[config.mk]
export PLATFORM = sky130hd
export DESIGN_NAME = utf8_stream_validator_unit
export DESIGN_NICKNAME = d
export VERILOG_FILES = /design/src/utf8v_pkg.sv /design/src/utf8v_decode.sv /design/src/utf8v_burst.sv /design/src/utf8_stream_validator_unit.sv
export SDC_FILE = /design/constraint.sdc
export NUM_CORES = 1
export LEC_CHECK = 0
export BUFFER_PORTS_ARGS = -buffer_cell sky130_fd_sc_hd__buf_2
export CORE_ASPECT_RATIO = 0.75
export CORE_MARGIN = 1
export CORE_UTILIZATION = 25
export DETAILED_ROUTE_END_ITERATION = 7
export GPL_TIMING_DRIVEN = 0
export REMOVE_ABC_BUFFERS = 1
export SKIP_CTS_REPAIR_TIMING = 1
export SLEW_MARGIN = 15
export SYNTH_ARGS = -nofsm -noshare
export SYNTH_HDL_FRONTEND = slang
export SYNTH_SLANG_ARGS = --single-unit
[constraint.sdc]
create_clock -name clk -period 11 [get_ports clk]
set_input_delay 1.1 -clock clk [delete_from_list [all_inputs] [get_ports clk]]
set_output_delay 1.1 -clock clk [all_outputs]
set_load 0.02 [all_outputs]
[src/utf8v_pkg.sv]
// Shared types and constants for the UTF-8 stream validator.
// Holds status codes, byte class limits, codepoint limits and the result group type.
// No dependencies.
package utf8v_pkg;

	// Status codes carried on every result beat
	localparam logic [2:0] ST_OK        = 3'd0;
	localparam logic [2:0] ST_BAD_LEAD  = 3'd1;
	localparam logic [2:0] ST_BAD_CONT  = 3'd2;
	localparam logic [2:0] ST_BAD_CP    = 3'd3;
	localparam logic [2:0] ST_TRUNCATED = 3'd4;

	// Item opcodes
	localparam logic OP_DATA = 1'b0;
	localparam logic OP_END  = 1'b1;

	// Lead byte classes
	localparam logic [7:0] ASCII_MAX = 8'h7F;
	localparam logic [7:0] LEAD2_MIN = 8'hC2;
	localparam logic [7:0] LEAD2_MAX = 8'hDF;
	localparam logic [7:0] LEAD3_MIN = 8'hE0;
	localparam logic [7:0] LEAD3_MAX = 8'hEF;
	localparam logic [7:0] LEAD4_MIN = 8'hF0;
	localparam logic [7:0] LEAD4_MAX = 8'hF4;

	// Sequence lengths
	localparam logic [2:0] LEN2 = 3'd2;
	localparam logic [2:0] LEN3 = 3'd3;
	localparam logic [2:0] LEN4 = 3'd4;

	// Codepoint limits
	localparam logic [20:0] CP_MIN2 = 21'h00080;
	localparam logic [20:0] CP_MIN3 = 21'h00800;
	localparam logic [20:0] CP_MIN4 = 21'h10000;
	localparam logic [20:0] SURR_LO = 21'h0D800;
	localparam logic [20:0] SURR_HI = 21'h0DFFF;
	localparam logic [20:0] CP_MAX  = 21'h10FFFF;

	// One group of result beats caused by a single item
	typedef struct packed {
		logic [2:0]      cnt;     // number of beats, 0..4
		logic [3:0][7:0] bytes;   // beat k carries bytes[k]
		logic [20:0]     cp;
		logic [2:0]      status;
	} grp_t;

endpackage

[src/utf8v_decode.sv]
// Sequence tracker of the UTF-8 stream validator: holds the open sequence and
// the sticky fault, and turns one item into a group of result beats.
// Depends on utf8v_pkg.
module utf8v_decode (
	input  logic             clk,
	input  logic             arst_n,
	input  logic             adv,        // item in the input register is consumed
	input  logic             op,
	input  logic [7:0]       data_byte,
	output utf8v_pkg::grp_t  grp
);

	logic [2:0][7:0] held_q, held_d;
	logic [1:0]      cnt_q, cnt_d;
	logic [2:0]      exp_q, exp_d;
	logic [20:0]     part_q, part_d;
	logic [2:0]      fault_q, fault_d;

	logic [20:0] cp_new;
	logic [20:0] cp_min;
	logic        cp_bad;
	logic        more;

	// Codepoint with this continuation byte appended
	assign cp_new = {part_q[14:0], data_byte[5:0]};
	assign cp_min = (exp_q == utf8v_pkg::LEN2) ? utf8v_pkg::CP_MIN2 :
	                (exp_q == utf8v_pkg::LEN3) ? utf8v_pkg::CP_MIN3 : utf8v_pkg::CP_MIN4;
	assign cp_bad = (cp_new < cp_min)
	             || ((cp_new >= utf8v_pkg::SURR_LO) && (cp_new <= utf8v_pkg::SURR_HI))
	             || (cp_new > utf8v_pkg::CP_MAX);
	assign more   = (({1'b0, cnt_q} + 3'd1) < exp_q);

	// Next state and result group
	always_comb begin
		held_d  = held_q;
		cnt_d   = cnt_q;
		exp_d   = exp_q;
		part_d  = part_q;
		fault_d = fault_q;
		grp     = '0;
		if (fault_q != utf8v_pkg::ST_OK) begin
			// swallow everything until reset
			grp.cnt    = 3'd1;
			grp.status = fault_q;
		end else if (op == utf8v_pkg::OP_END) begin
			if (cnt_q != 2'd0) begin
				cnt_d      = 2'd0;
				exp_d      = 3'd0;
				part_d     = '0;
				fault_d    = utf8v_pkg::ST_TRUNCATED;
				grp.cnt    = 3'd1;
				grp.status = utf8v_pkg::ST_TRUNCATED;
			end
		end else if (cnt_q == 2'd0) begin
			// lead byte
			if (data_byte <= utf8v_pkg::ASCII_MAX) begin
				grp.cnt      = 3'd1;
				grp.bytes[0] = data_byte;
				grp.cp       = {13'd0, data_byte};
			end else if (data_byte >= utf8v_pkg::LEAD2_MIN && data_byte <= utf8v_pkg::LEAD2_MAX) begin
				exp_d     = utf8v_pkg::LEN2;
				part_d    = {16'd0, data_byte[4:0]};
				held_d[0] = data_byte;
				cnt_d     = 2'd1;
			end else if (data_byte >= utf8v_pkg::LEAD3_MIN && data_byte <= utf8v_pkg::LEAD3_MAX) begin
				exp_d     = utf8v_pkg::LEN3;
				part_d    = {17'd0, data_byte[3:0]};
				held_d[0] = data_byte;
				cnt_d     = 2'd1;
			end else if (data_byte >= utf8v_pkg::LEAD4_MIN && data_byte <= utf8v_pkg::LEAD4_MAX) begin
				exp_d     = utf8v_pkg::LEN4;
				part_d    = {18'd0, data_byte[2:0]};
				held_d[0] = data_byte;
				cnt_d     = 2'd1;
			end else begin
				fault_d    = utf8v_pkg::ST_BAD_LEAD;
				grp.cnt    = 3'd1;
				grp.status = utf8v_pkg::ST_BAD_LEAD;
			end
		end else if (data_byte[7:6] != 2'b10) begin
			// not a continuation byte
			cnt_d      = 2'd0;
			exp_d      = 3'd0;
			part_d     = '0;
			fault_d    = utf8v_pkg::ST_BAD_CONT;
			grp.cnt    = 3'd1;
			grp.status = utf8v_pkg::ST_BAD_CONT;
		end else if (more) begin
			// keep collecting
			part_d = cp_new;
			if (cnt_q == 2'd1) begin
				held_d[1] = data_byte;
			end
			if (cnt_q == 2'd2) begin
				held_d[2] = data_byte;
			end
			cnt_d = cnt_q + 2'd1;
		end else begin
			// sequence complete
			cnt_d  = 2'd0;
			exp_d  = 3'd0;
			part_d = '0;
			if (cp_bad) begin
				fault_d    = utf8v_pkg::ST_BAD_CP;
				grp.cnt    = 3'd1;
				grp.status = utf8v_pkg::ST_BAD_CP;
			end else begin
				grp.cnt      = {1'b0, cnt_q} + 3'd1;
				grp.cp       = cp_new;
				grp.bytes[0] = held_q[0];
				grp.bytes[1] = (cnt_q >= 2'd2) ? held_q[1] : data_byte;
				grp.bytes[2] = (cnt_q == 2'd3) ? held_q[2] :
				               ((cnt_q == 2'd2) ? data_byte : 8'd0);
				grp.bytes[3] = (cnt_q == 2'd3) ? data_byte : 8'd0;
			end
		end
	end

	// Control state
	always_ff @(posedge clk or negedge arst_n) begin
		if (!arst_n) begin
			cnt_q   <= '0;
			exp_q   <= '0;
			part_q  <= '0;
			fault_q <= utf8v_pkg::ST_OK;
		end else if (adv) begin
			cnt_q   <= cnt_d;
			exp_q   <= exp_d;
			part_q  <= part_d;
			fault_q <= fault_d;
		end
	end

	// Held bytes, read only below the fill count
	always_ff @(posedge clk) begin
		if (adv) begin
			held_q <= held_d;
		end
	end

endmodule

[src/utf8v_burst.sv]
// Result register of the UTF-8 stream validator: takes a group of up to four
// beats and presents them one per cycle on the result channel while res_stall is low.
// Depends on utf8v_pkg.
module utf8v_burst (
	input  logic             clk,
	input  logic             arst_n,
	input  logic             load,       // group written this cycle
	input  utf8v_pkg::grp_t  grp,
	output logic             free,       // a group can be written this cycle
	output logic             res_valid,
	input  logic             res_stall,
	output logic [7:0]       out_byte,
	output logic [20:0]      code_point,
	output logic             is_last,
	output logic [2:0]       status
);

	logic [2:0]      left_q;
	logic [3:0][7:0] bytes_q;
	logic [20:0]     cp_q;
	logic [2:0]      status_q;
	logic            take;

	assign take       = res_valid && !res_stall;
	assign free       = (left_q == 3'd0) || ((left_q == 3'd1) && !res_stall);
	assign res_valid  = (left_q != 3'd0);
	assign out_byte   = bytes_q[0];
	assign code_point = cp_q;
	assign is_last    = (left_q == 3'd1);
	assign status     = status_q;

	// Beat count
	always_ff @(posedge clk or negedge arst_n) begin
		if (!arst_n) begin
			left_q <= '0;
		end else if (load) begin
			left_q <= grp.cnt;
		end else if (take) begin
			left_q <= left_q - 3'd1;
		end
	end

	// Payload: bytes shift down as beats go out
	always_ff @(posedge clk) begin
		if (load) begin
			bytes_q  <= grp.bytes;
			cp_q     <= grp.cp;
			status_q <= grp.status;
		end else if (take) begin
			bytes_q <= {8'd0, bytes_q[3:1]};
		end
	end

endmodule

[src/utf8_stream_validator_unit.sv]
// UTF-8 stream validator, top level.
// Instantiates utf8v_decode and utf8v_burst; depends on utf8v_pkg.
//
// Usage:
//   Byte channel (byte_valid/byte_stall, op, data_byte) takes one item per
//   beat: a data byte, or an end marker that checks for an open sequence.
//   Result channel (res_valid/res_stall, out_byte, code_point, is_last,
//   status) gives the beats caused by each item; is_last marks the final one.
//   Bytes of a multi-byte sequence are held until the sequence completes and
//   then released together, one beat per cycle while res_stall is low. A
//   fault produces a single beat with its status and locks the block: every
//   later item answers one beat carrying that fault until reset.
// Pipeline: an accepted item sits in the input register, is decoded there
//   combinationally and goes as a group into the result register, which
//   holds the group until all of its beats have been taken.
// Throughput: one item per cycle while byte_stall is low. The input register
//   waits only while a new group must go into a result register that still
//   has beats to send, so a four-byte sequence raises byte_stall when it
//   lands on a busy result register.
// Reset: arst_n clears the open sequence, the fault and both valid flags.
// A stalled result beat holds its payload; byte_stall then rises as soon as
//   the input register holds an item that produces beats.
module utf8_stream_validator_unit (
	input  logic        clk,
	input  logic        arst_n,
	input  logic        byte_valid,
	output logic        byte_stall,
	input  logic        op,
	input  logic [7:0]  data_byte,
	output logic        res_valid,
	input  logic        res_stall,
	output logic [7:0]  out_byte,
	output logic [20:0] code_point,
	output logic        is_last,
	output logic [2:0]  status
);

	logic            valid_s1;
	logic            op_s1;
	logic [7:0]      byte_s1;
	logic            adv;
	logic            free;
	utf8v_pkg::grp_t grp;

	// Input register advances when its group has somewhere to go
	assign adv        = valid_s1 && ((grp.cnt == 3'd0) || free);
	assign byte_stall = valid_s1 && !adv;

	always_ff @(posedge clk or negedge arst_n) begin
		if (!arst_n) begin
			valid_s1 <= 1'b0;
		end else if (!byte_stall) begin
			valid_s1 <= byte_valid;
		end
	end

	always_ff @(posedge clk) begin
		if (!byte_stall && byte_valid) begin
			op_s1   <= op;
			byte_s1 <= data_byte;
		end
	end

	utf8v_decode u_decode (
		.clk       (clk),
		.arst_n    (arst_n),
		.adv       (adv),
		.op        (op_s1),
		.data_byte (byte_s1),
		.grp       (grp)
	);

	utf8v_burst u_burst (
		.clk        (clk),
		.arst_n     (arst_n),
		.load       (adv && (grp.cnt != 3'd0)),
		.grp        (grp),
		.free       (free),
		.res_valid  (res_valid),
		.res_stall  (res_stall),
		.out_byte   (out_byte),
		.code_point (code_point),
		.is_last    (is_last),
		.status     (status)
	);

endmodule
==> flow_metrics.tcl, run 1 <==
set metrics [dict create \
    final_hold_viol_count 0 \
    cts_buffers 17 \
    setup_violations 0 \
    total_power_mw 2.03 \
    whs_ns 0.522 \
    slew_violations 0 \
    synthDistinctLibCells 56 \
    drive_gt1_frac 0.210 \
    maxCapViolCount 0 \
    grt_start_max_net_pins 42 \
    crit_path_end "byte_stall" \
    worstSetupEndpointType "primary output" \
    overflow 0 \
    relSlewSlack 0.251 \
    synth-seq-cells 116 \
    start_kind "register" \
    viasPerCell 4.57 \
    required_ns 9.90 \
    netlist_area_mm2 0.00542 \
    cts_tree "done" \
    grt_pass1_vias 3448 \
    fin_setup_tns_ns 0 \
    fp.dieH_um 129 \
    reg2reg_from "u_decode.cnt_q[1]" \
    syn-instance-count 438 \
    power_leakage_nw 2.42 \
    die_w_um 172 \
    period_minus_slack_ns 5.72 \
    yosys_most_used_dff "edfxtp_1" \
    grt_pass1_wl_um 19200 \
    worst-r2r-setup-slack_ns 5.87 \
    crit_type "register to primary output" \
    antenna_found_initial 1 \
    ys_seq_area_frac 0.618 \
    worst-path-max-fanout 41 \
    reg2reg_depth 9 \
    syn_area_per_cell_um2 12.4 \
    drcViolationCount 0 \
    ant_nets 0 \
    wl_um 12300 \
    cts.sinks 116 \
    hold_path.class "register to register" \
    cts_buffer_depth 2 \
    htreeDepth 4 \
    grt_use_total 0.117 \
    drtPass1Iterations 5 \
    critical_path_arrival_ns 4.62 \
    clk_latency_ns 0.41 \
    clk_pin_slew_worst_paths_ns 0.05 \
    clockRootBuffer "clkbuf_16" \
    status "finished, final reports clean" \
    area_delta_synth_final_pct 19.7 \
    ios 48 \
    initial_core_util 0.256 \
    fin_nets 497 \
    synth_edf_count 89 \
    tightest_slew_ns 1.11 \
    skew_ns 0.00657 \
    num_rows 46 \
    ir_worst_vdd_mv 0.123 \
    worstReg2RegEnd "byte_s1[7]" \
    fin_crit_sh 0.520 \
    vias 3539 \
    portBuffers 47 \
    rsz0062_at_grt "false" \
    first_iter_violations 340 \
    crit_start "u_decode.cnt_q[1]" \
    die-area_mm2 0.0223 \
    async_flop_share 0.233 \
    gp_congestion 0.881 \
    hp-start "u_decode.exp_q[1]" \
    wl_per_cell_um 15.8 \
    max_freq_ghz 0.175 \
    yosys_warnings 0 \
    core_mm2 0.0212 \
    p_per_area_mw_per_mm2 313 \
    hpwl_um 8130 \
]
==> kinds of logic after synthesis <==
logic type | synth area share
XOR/XNOR | 0.00323
other | 0.000692
buffers and inverters | 0.0501
flip-flops | 0.618
AND/OR/NAND/NOR | 0.123
multiplexers | 0.0654
AO/OA/AOI/OAI | 0.115
adder cells (fa/ha/maj) | 0.0254
==> worst min path at each step <==
stage | to | cells after the start
3_3_place_gp | u_decode.fault_q[2] | 1
5_1_grt | u_decode.exp_q[1] | 1
2_1_floorplan | u_decode.exp_q[1] | 1
3_5_place_dp | u_decode.exp_q[1] | 1
4_1_cts | u_decode.exp_q[1] | 1
6_report | u_decode.exp_q[1] | 1
==> flip-flops by register name (all words and copies together), names as in the netlist <==
signal,flops
u_decode.held_q,24
u_burst.code_point,21
u_burst.left_q,3
u_burst.out_byte,8
op_s1,1
u_decode.part_q,15
u_decode.cnt_q,2
byte_s1,8
u_burst.bytes_q,24
u_decode.fault_q,3
u_decode.exp_q,3
u_burst.status,3
valid_s1,1
==> stage by stage <==
step	utilization	setup slack [ns]	cell area (um2)	instances
floorplan	-	5.96	5230	405
global placement	0.275	4.20	5820	740
CTS	0.306	5.34	6480	774
finish	0.306	5.28	6490	775
detailed placement	0.277	5.84	5860	742
global route	0.306	5.02	6480	774
==> synthesized netlist by cell type, types with 3 or more instances <==
master | count | area [um2]
a21oi_1 | 16 | 80.1
a22o_1 | 7 | 61.3
and2_1 | 18 | 113
and3_1 | 6 | 37.5
buf_4 | 10 | 75.1
clkbuf_1 | 16 | 60.1
dfrtp_1 | 27 | 676
edfxtp_1 | 89 | 2670
ha_1 | 11 | 138
inv_1 | 21 | 78.8
mux2_1 | 6 | 67.6
mux2_2 | 5 | 56.3
mux2i_1 | 23 | 230
nand2_1 | 36 | 135
nand2b_1 | 4 | 25.0
nand3_1 | 5 | 25.0
nand4_1 | 4 | 25.0
nor2_1 | 33 | 124
nor2b_1 | 4 | 25.0
nor3_1 | 8 | 40.0
o21a_1 | 3 | 22.5
o21ai_0 | 22 | 110
o31ai_1 | 3 | 22.5
o41ai_1 | 16 | 140
or2_2 | 6 | 37.5
==> cells in the final DEF, fill, tap and decap left out, drive strengths merged, types with 7 or more instances in the layout <==
cell / instances
clkbuf: 18
nor3: 8
inv: 23
mux2i: 23
mux2: 11
dfrtp: 27
ha: 11
a22o: 7
buf: 49
o41ai: 16
o21ai: 24
nand2: 36
edfxtp: 89
nor2: 34
a21oi: 16
and2: 18
==> per-layer routing <==
metal | routed length, um | track usage
met5 | 0 | 0
met4 | 195 | 0.0526
met2 | 5100 | 0.162
met1 | 5970 | 0.161
met3 | 1020 | 0.0431
==> cell type report <==
class	instances	area (um2)
Timing Repair Buffer	49	263
Antenna cell	1	2.50
Fill cell	2177	14700
Multi-Input combinational cell	268	1820
Inverter	21	78.8
Clock buffer	18	439
Sequential cell	116	3350
Clock inverter	14	178
Tap cell	288	360
==> critical path, stage by stage (launching register included) <==
cell and delay [ns]:
dfrtp_1 0.56, ha_1 0.75, ha_1 0.37, a21oi_1 0.24, o21ai_2 0.18, nor3_2 0.42, o311ai_1 0.28, a2bb2oi_4 0.84
nor2_1 0.16, and2_1 0.22, buf_2 0.16
==> report_power, final <==
part / switching, mW / leakage (nW) / internal [mW]
clock: 0.204 / 0.291 / 0.364
sequential: 0.113 / 1.20 / 0.678
combinational: 0.437 / 0.927 / 0.234
total: 0.753 / 2.42 / 1.28
Note: power is estimated with default switching activity, not from simulation.
==> inputs of run 2 (changes only) <==
--- a/config.mk
+++ b/config.mk
@@ -5,6 +5,7 @@
 export SDC_FILE = /design/constraint.sdc
 export NUM_CORES = 1
 export LEC_CHECK = 0
+export ABC_AREA = 1
 export BUFFER_PORTS_ARGS = -buffer_cell sky130_fd_sc_hd__buf_2
 export CORE_ASPECT_RATIO = 0.75
 export CORE_MARGIN = 1
==> constraint.sdc (replaced) <==
create_clock -name clk -period 5.6 [get_ports clk]
set_input_delay 0.56 -clock clk [delete_from_list [all_inputs] [get_ports clk]]
set_output_delay 0.56 -clock clk [all_outputs]
set_load 0.02 [all_outputs]
==> run 2 against run 1 <==
Power increased by 55%. Highest routed layer unchanged. Critical path depth rose by 4. Wire length up 5.6%. Critical endpoint is now u_decode.held_q[8]. Register-to-register slack lost 4.5 ns.
==> flow_metrics.tcl, run 2 <==
set metrics [dict create \
    power_switching_mw 1.02 \
    area_delta_synth_final_pct 18.5 \
    worstSetupEndpointType "register" \
    clockRootBuffer "clkbuf_16" \
    cts_buffers 17 \
    syn_area_per_cell_um2 9.73 \
    worst_slack_ns 1.33 \
    rsz0062_at_grt "false" \
    tightest_slew_ns 0.922 \
    vias 4020 \
    cp.depth 14 \
    worst-path-max-fanout 25 \
    grt_pass1_vias 3729 \
    ir_worst_vdd_mv 0.197 \
    layout_common_cells "nand2_1 (158), edfxtp_1 (89), nor2_1 (69)" \
    yosys.area.top_type "edfxtp_1" \
    fp.dieH_um 131 \
    cp_cell_sequence "clkinv_1, ha_1, ha_1, nand2_1, inv_1, a21oi_4, nand2_4, o21ai_2, nor2_2, nand2_2, nand3_4, a21oi_4, nand2_1, nor2_1" \
    antenna_found_initial 0 \
    htreeDepth 4 \
    async_flop_share 0.233 \
    required_ns 5.64 \
    drcViolationCount 0 \
    gp_congestion 0.853 \
    met1_usage 0.174 \
    drtPass1Iterations 5 \
    ant_nets 0 \
    dp_slack_ns 1.36 \
    maxCapViolCount 0 \
    status "finished, final reports clean" \
    synth-seq-cells 116 \
    synth_area_leaders "edfxtp_1 (48%), dfrtp_1 (12%), nand2_1 (11%)" \
    grt_use_met2 0.162 \
    grt_pass1_wl_um 20700 \
    period_minus_slack_ns 4.27 \
    ios 48 \
    yosys_warnings 0 \
    p_int_mw 2.11 \
    critPathSlowestCell "nor2_1" \
    grt_start_max_net_pins 41 \
    syn-instance-count 572 \
    p_clk_frac 0.339 \
    final_common_cell "nand2_1" \
    fin_setup_tns_ns 0 \
    slew_violations 0 \
    core_mm2 0.0215 \
    crit_buf_inv 2 \
    first_iter_violations 405 \
    p_sw_frac 0.326 \
    fin_nets 641 \
    p_seq_frac 0.420 \
    p_comb_frac 0.241 \
    critPathMaxStageDelay_ns 0.66 \
    initial_core_util 0.259 \
    relSlewSlack 0.384 \
    ys_seq_area_frac 0.601 \
    clk_pin_slew_worst_paths_ns 0.05 \
    synth_edf_count 89 \
    synthDistinctLibCells 35 \
    fin_crit_sh 0.763 \
    synth.top_cell.area_share 0.480 \
    drive_gt1_frac 0.167 \
    grt-busiest-layer "met1" \
    crit_type "register to register" \
    cts_tree "done" \
    yosysMostFrequentCell "nand2_1" \
    overflow 0 \
    viasPerCell 4.38 \
    netlist_area_mm2 0.00557 \
    cts_buffer_depth 2 \
    reg2reg_depth 14 \
    setup_violations 0 \
    p_per_area_mw_per_mm2 475 \
    num_rows 46 \
    power_leakage_nw 2.72 \
    fin_area_mm2 0.00660 \
    start_kind "register" \
    hold_path.class "input pin to async pin" \
    grt_use_total 0.119 \
    crit_family "simple AND/OR/NAND/NOR gates" \
    ys_top_cells_by_count "nand2_1 (158), edfxtp_1 (89), nor2_1 (70), inv_1 (54), o21ai_0 (37)" \
    final_hold_viol_count 0 \
    max_freq_ghz 0.234 \
    wl_per_cell_um 14.1 \
    die-area_mm2 0.0229 \
    wl_um 13000 \
    critical_path_arrival_ns 4.32 \
    die_w_um 174 \
    total_power_mw 3.13 \
    whs_ns 0.178 \
    antenna_cells 0 \
    portBuffers 47 \
    cts.sinks 116 \
    hpwl_um 8890 \
    place_area_mm2 0.00603 \
    clk_latency_ns 0.42 \
    grt_use_met3 0.0405 \
    skew_ns 0.00733 \
    yosys_most_used_dff "edfxtp_1" \
]
## run 2: cell count changes after synthesis, sizes merged, moves of 15 or more
cell	before	now
inv	21	58
o41ai	16	1
nand2	36	167
and2	18	0
nor2	34	77
mux2i	23	0
nand3	5	33
## run 2: final cells by class
cell class / instances / area, um2
sequential: 116 / 3350
inverter: 61 / 231
fill: 2218 / 14900
clock inverter: 13 / 140
tap: 288 / 360
clock buffer: 19 / 433
timing repair buffer: 48 / 250
multi-input combinational: 373 / 1840
## run 2: metrics by stage
step,cells,utilization
after floorplan,550,-
after global placement,885,0.280
after detailed placement,886,0.281
after CTS,918,0.307
after global routing,918,0.307
final,918,0.307
## run 2: final timing paths
kind                                          from             endpoint  slack [ns]
worst max-delay path             u_decode.cnt_q[1]   u_decode.held_q[8]        1.33
worst min-delay path                        arst_n  u_decode.part_q[13]        0.18
worst max register to register   u_decode.cnt_q[1]   u_decode.held_q[8]        1.33
worst min register to register  u_decode.part_q[2]   u_decode.part_q[2]        0.47
max in group asynchronous                   arst_n    u_decode.cnt_q[0]        4.99
min in group clk                                op                op_s1        0.32
## run 2: routing by layer
layer	vias to the layer above	part of all wire
met2	125	0.42
met5	-	0
met3	13	0.070
li1	1973	-
met4	0	0.011
met1	1909	0.50
## run 2: cells by family after synthesis
family / count (synthesis) / synth area share
buffers and inverters: 83 / 0.0701
XOR/XNOR: 1 / 0.00157
adder cells (fa/ha/maj): 11 / 0.0247
AND/OR/NAND/NOR: 296 / 0.233
flip-flops: 116 / 0.601
AO/OA/AOI/OAI: 64 / 0.0681
other: 1 / 0.000674
## run 2: power groups by stage
stage	sequential, mW	clock [mW]	combinational (mW)
2_1_floorplan	1.43	0	0.403
3_3_place_gp	1.33	0	0.761
3_5_place_dp	1.34	0	0.772
4_1_cts	1.32	1.08	0.773
5_1_grt	1.34	1.12	0.856
6_report	1.32	1.06	0.757
==> inputs of run 3 (changes only) <==
==> constraint.sdc (replaced) <==
create_clock -name clk -period 3.5 [get_ports clk]
set_input_delay 0.35 -clock clk [delete_from_list [all_inputs] [get_ports clk]]
set_output_delay 0.35 -clock clk [all_outputs]
set_load 0.02 [all_outputs]
==> run 3 against run 2 <==
The run now ends with hold timing left. Final area is 1.6% higher. Via count up 2.3%. Maximum frequency grew 28%. Sequential share of layout area fell by 0.78 points. Critical path depth did not move. Die area is the same. Register-to-register slack got worse by 1.2 ns. Non-clock buffer count is 5 higher. Critical path type unchanged. Largest power group unchanged.
==> flow_metrics.tcl, run 3 (synthesis results as in run 2) <==
set metrics [dict create \
    fp.dieH_um 131 \
    ant_nets 0 \
    slew_violations 0 \
    cts_buffers 17 \
    status "finished, violations left" \
    rsz0062_at_grt "false" \
    violations "hold timing" \
    first_iter_violations 427 \
    hold_path.class "input pin to async pin" \
    p_per_area_mw_per_mm2 763 \
    final_hold_viol_count 27 \
    power_leakage_nw 2.77 \
    viasPerCell 4.45 \
    fillers 2218 \
    cp_cell_sequence "inv_1, ha_1, ha_1, nand2_1, inv_1, a21oi_4, nand2_4, o21ai_2, nor2_2, nand2_2, nand3_4, a21oi_4, nand2_1, nor2_2" \
    grt_pass1_vias 3729 \
    critPathMaxStageDelay_ns 0.43 \
    dp.cells 886 \
    area_delta_synth_final_pct 20.5 \
    ios 48 \
    cts_tree "done" \
    crit_type "register to register" \
    fin_cells 925 \
    tightest_slew_ns 0.693 \
    clockRootBuffer "clkbuf_16" \
    cts_buffer_depth 2 \
    required_ns 3.56 \
    whs_ns -0.0303 \
    skew_ns 0.00967 \
    htreeDepth 4 \
    gp_congestion 0.853 \
    fin_nets 648 \
    period_minus_slack_ns 3.34 \
    max_freq_ghz 0.300 \
    met2RoutedLength_um 5760 \
    layout_common_cells "nand2_1 (157), edfxtp_1 (89), nor2_1 (67)" \
    drcViolationCount 0 \
    start_kind "register" \
    final_common_cell "nand2_1" \
    initial_core_util 0.259 \
    num_rows 46 \
    die_w_um 174 \
    top_layer "met4" \
    grt_pass1_wl_um 20700 \
    cts.sinks 116 \
    die-area_mm2 0.0229 \
    ir_worst_vdd_mv 0.312 \
    worstSetupEndpointType "register" \
    drive_gt1_frac 0.187 \
    wl_met3_um 884 \
    maxCapViolCount 0 \
    grt_use_total 0.119 \
    relSlewSlack 0.533 \
    critPathSlowestCell "dfrtp_2" \
    antenna_cells 0 \
    wl_um 13700 \
    overflow 0 \
    met1_length_um 6910 \
    fin_crit_sh 0.953 \
    clk_latency_ns 0.42 \
    drtPass1Iterations 5 \
    portBuffers 47 \
    worst-path-max-fanout 17 \
    clk_pin_slew_worst_paths_ns 0.05 \
    critical_path_arrival_ns 3.39 \
    core_mm2 0.0215 \
    antenna_found_initial 0 \
    setup_violations 0 \
    hpwl_um 8890 \
    vias 4114 \
    wl_per_cell_um 14.8 \
    grt_start_max_net_pins 41 \
]
run 3: metal layers:
metal / GRT usage / vias up
met5: 0 / -
met4: 0.0380 / 0
met3: 0.0405 / 16
met2: 0.162 / 122
met1: 0.174 / 1975
li1: - / 2001
run 3: final cells by class:
| type | instances | area, um2 | area share |
|---|---|---|---|
| Tap cell | 288 | 360 | 0.0537 |
| Timing Repair Buffer | 53 | 288 | 0.0429 |
| Clock buffer | 19 | 433 | 0.0645 |
| Inverter | 61 | 248 | 0.0369 |
| Multi-Input combinational cell | 375 | 1890 | 0.281 |
| Clock inverter | 13 | 140 | 0.0209 |
| Sequential cell | 116 | 3350 | 0.500 |
run 3: worst paths after layout:
check / start / to / slack (ns) / cells past startpoint
worst max-delay path: u_decode.cnt_q[0] / u_decode.held_q[7] / 0.16 / 14
worst min register to register: u_decode.part_q[2] / u_decode.part_q[2] / 0.47 / 2
min in group clk: op / op_s1 / 0.11 / 1
worst max register to register: u_decode.cnt_q[0] / u_decode.held_q[7] / 0.16 / 14
worst min-delay path: arst_n / u_decode.part_q[13] / -0.03 / 1
max in group asynchronous: arst_n / u_decode.cnt_q[0] / 3.06 / 1
run 3: metrics by stage:
step / power, mW / util / TNS, ns / instance area, um2 / setup slack [ns]
2_1_floorplan: 2.94 / - / -0.652 / 5410 / -0.0815
3_3_place_gp: 3.34 / 0.280 / -45.87 / 6000 / -1.10
3_5_place_dp: 3.37 / 0.281 / -39.96 / 6030 / -0.743
4_1_cts: 5.08 / 0.307 / -43.84 / 6600 / -0.767
5_1_grt: 5.41 / 0.312 / 0 / 6710 / 0.00653
6_report: 5.12 / 0.312 / 0 / 6710 / 0.164
run 3: power by group:
part,switching (mW),leakage [nW],internal (mW),total [mW]
logic,0.976,1.31,0.336,1.31
clock network,0.598,0.287,1.10,1.70
registers,0.141,1.18,1.97,2.11
total,1.72,2.77,3.41,5.12
run 3: worst max-delay path, delay by kind of cell, from the launching register on:
family	cells	cell delay, ns
flip-flops	1	0.43
AO/OA/AOI/OAI	3	0.66
adder cells (fa/ha/maj)	2	0.66
buffers and inverters	2	0.14
AND/OR/NAND/NOR	7	1.09
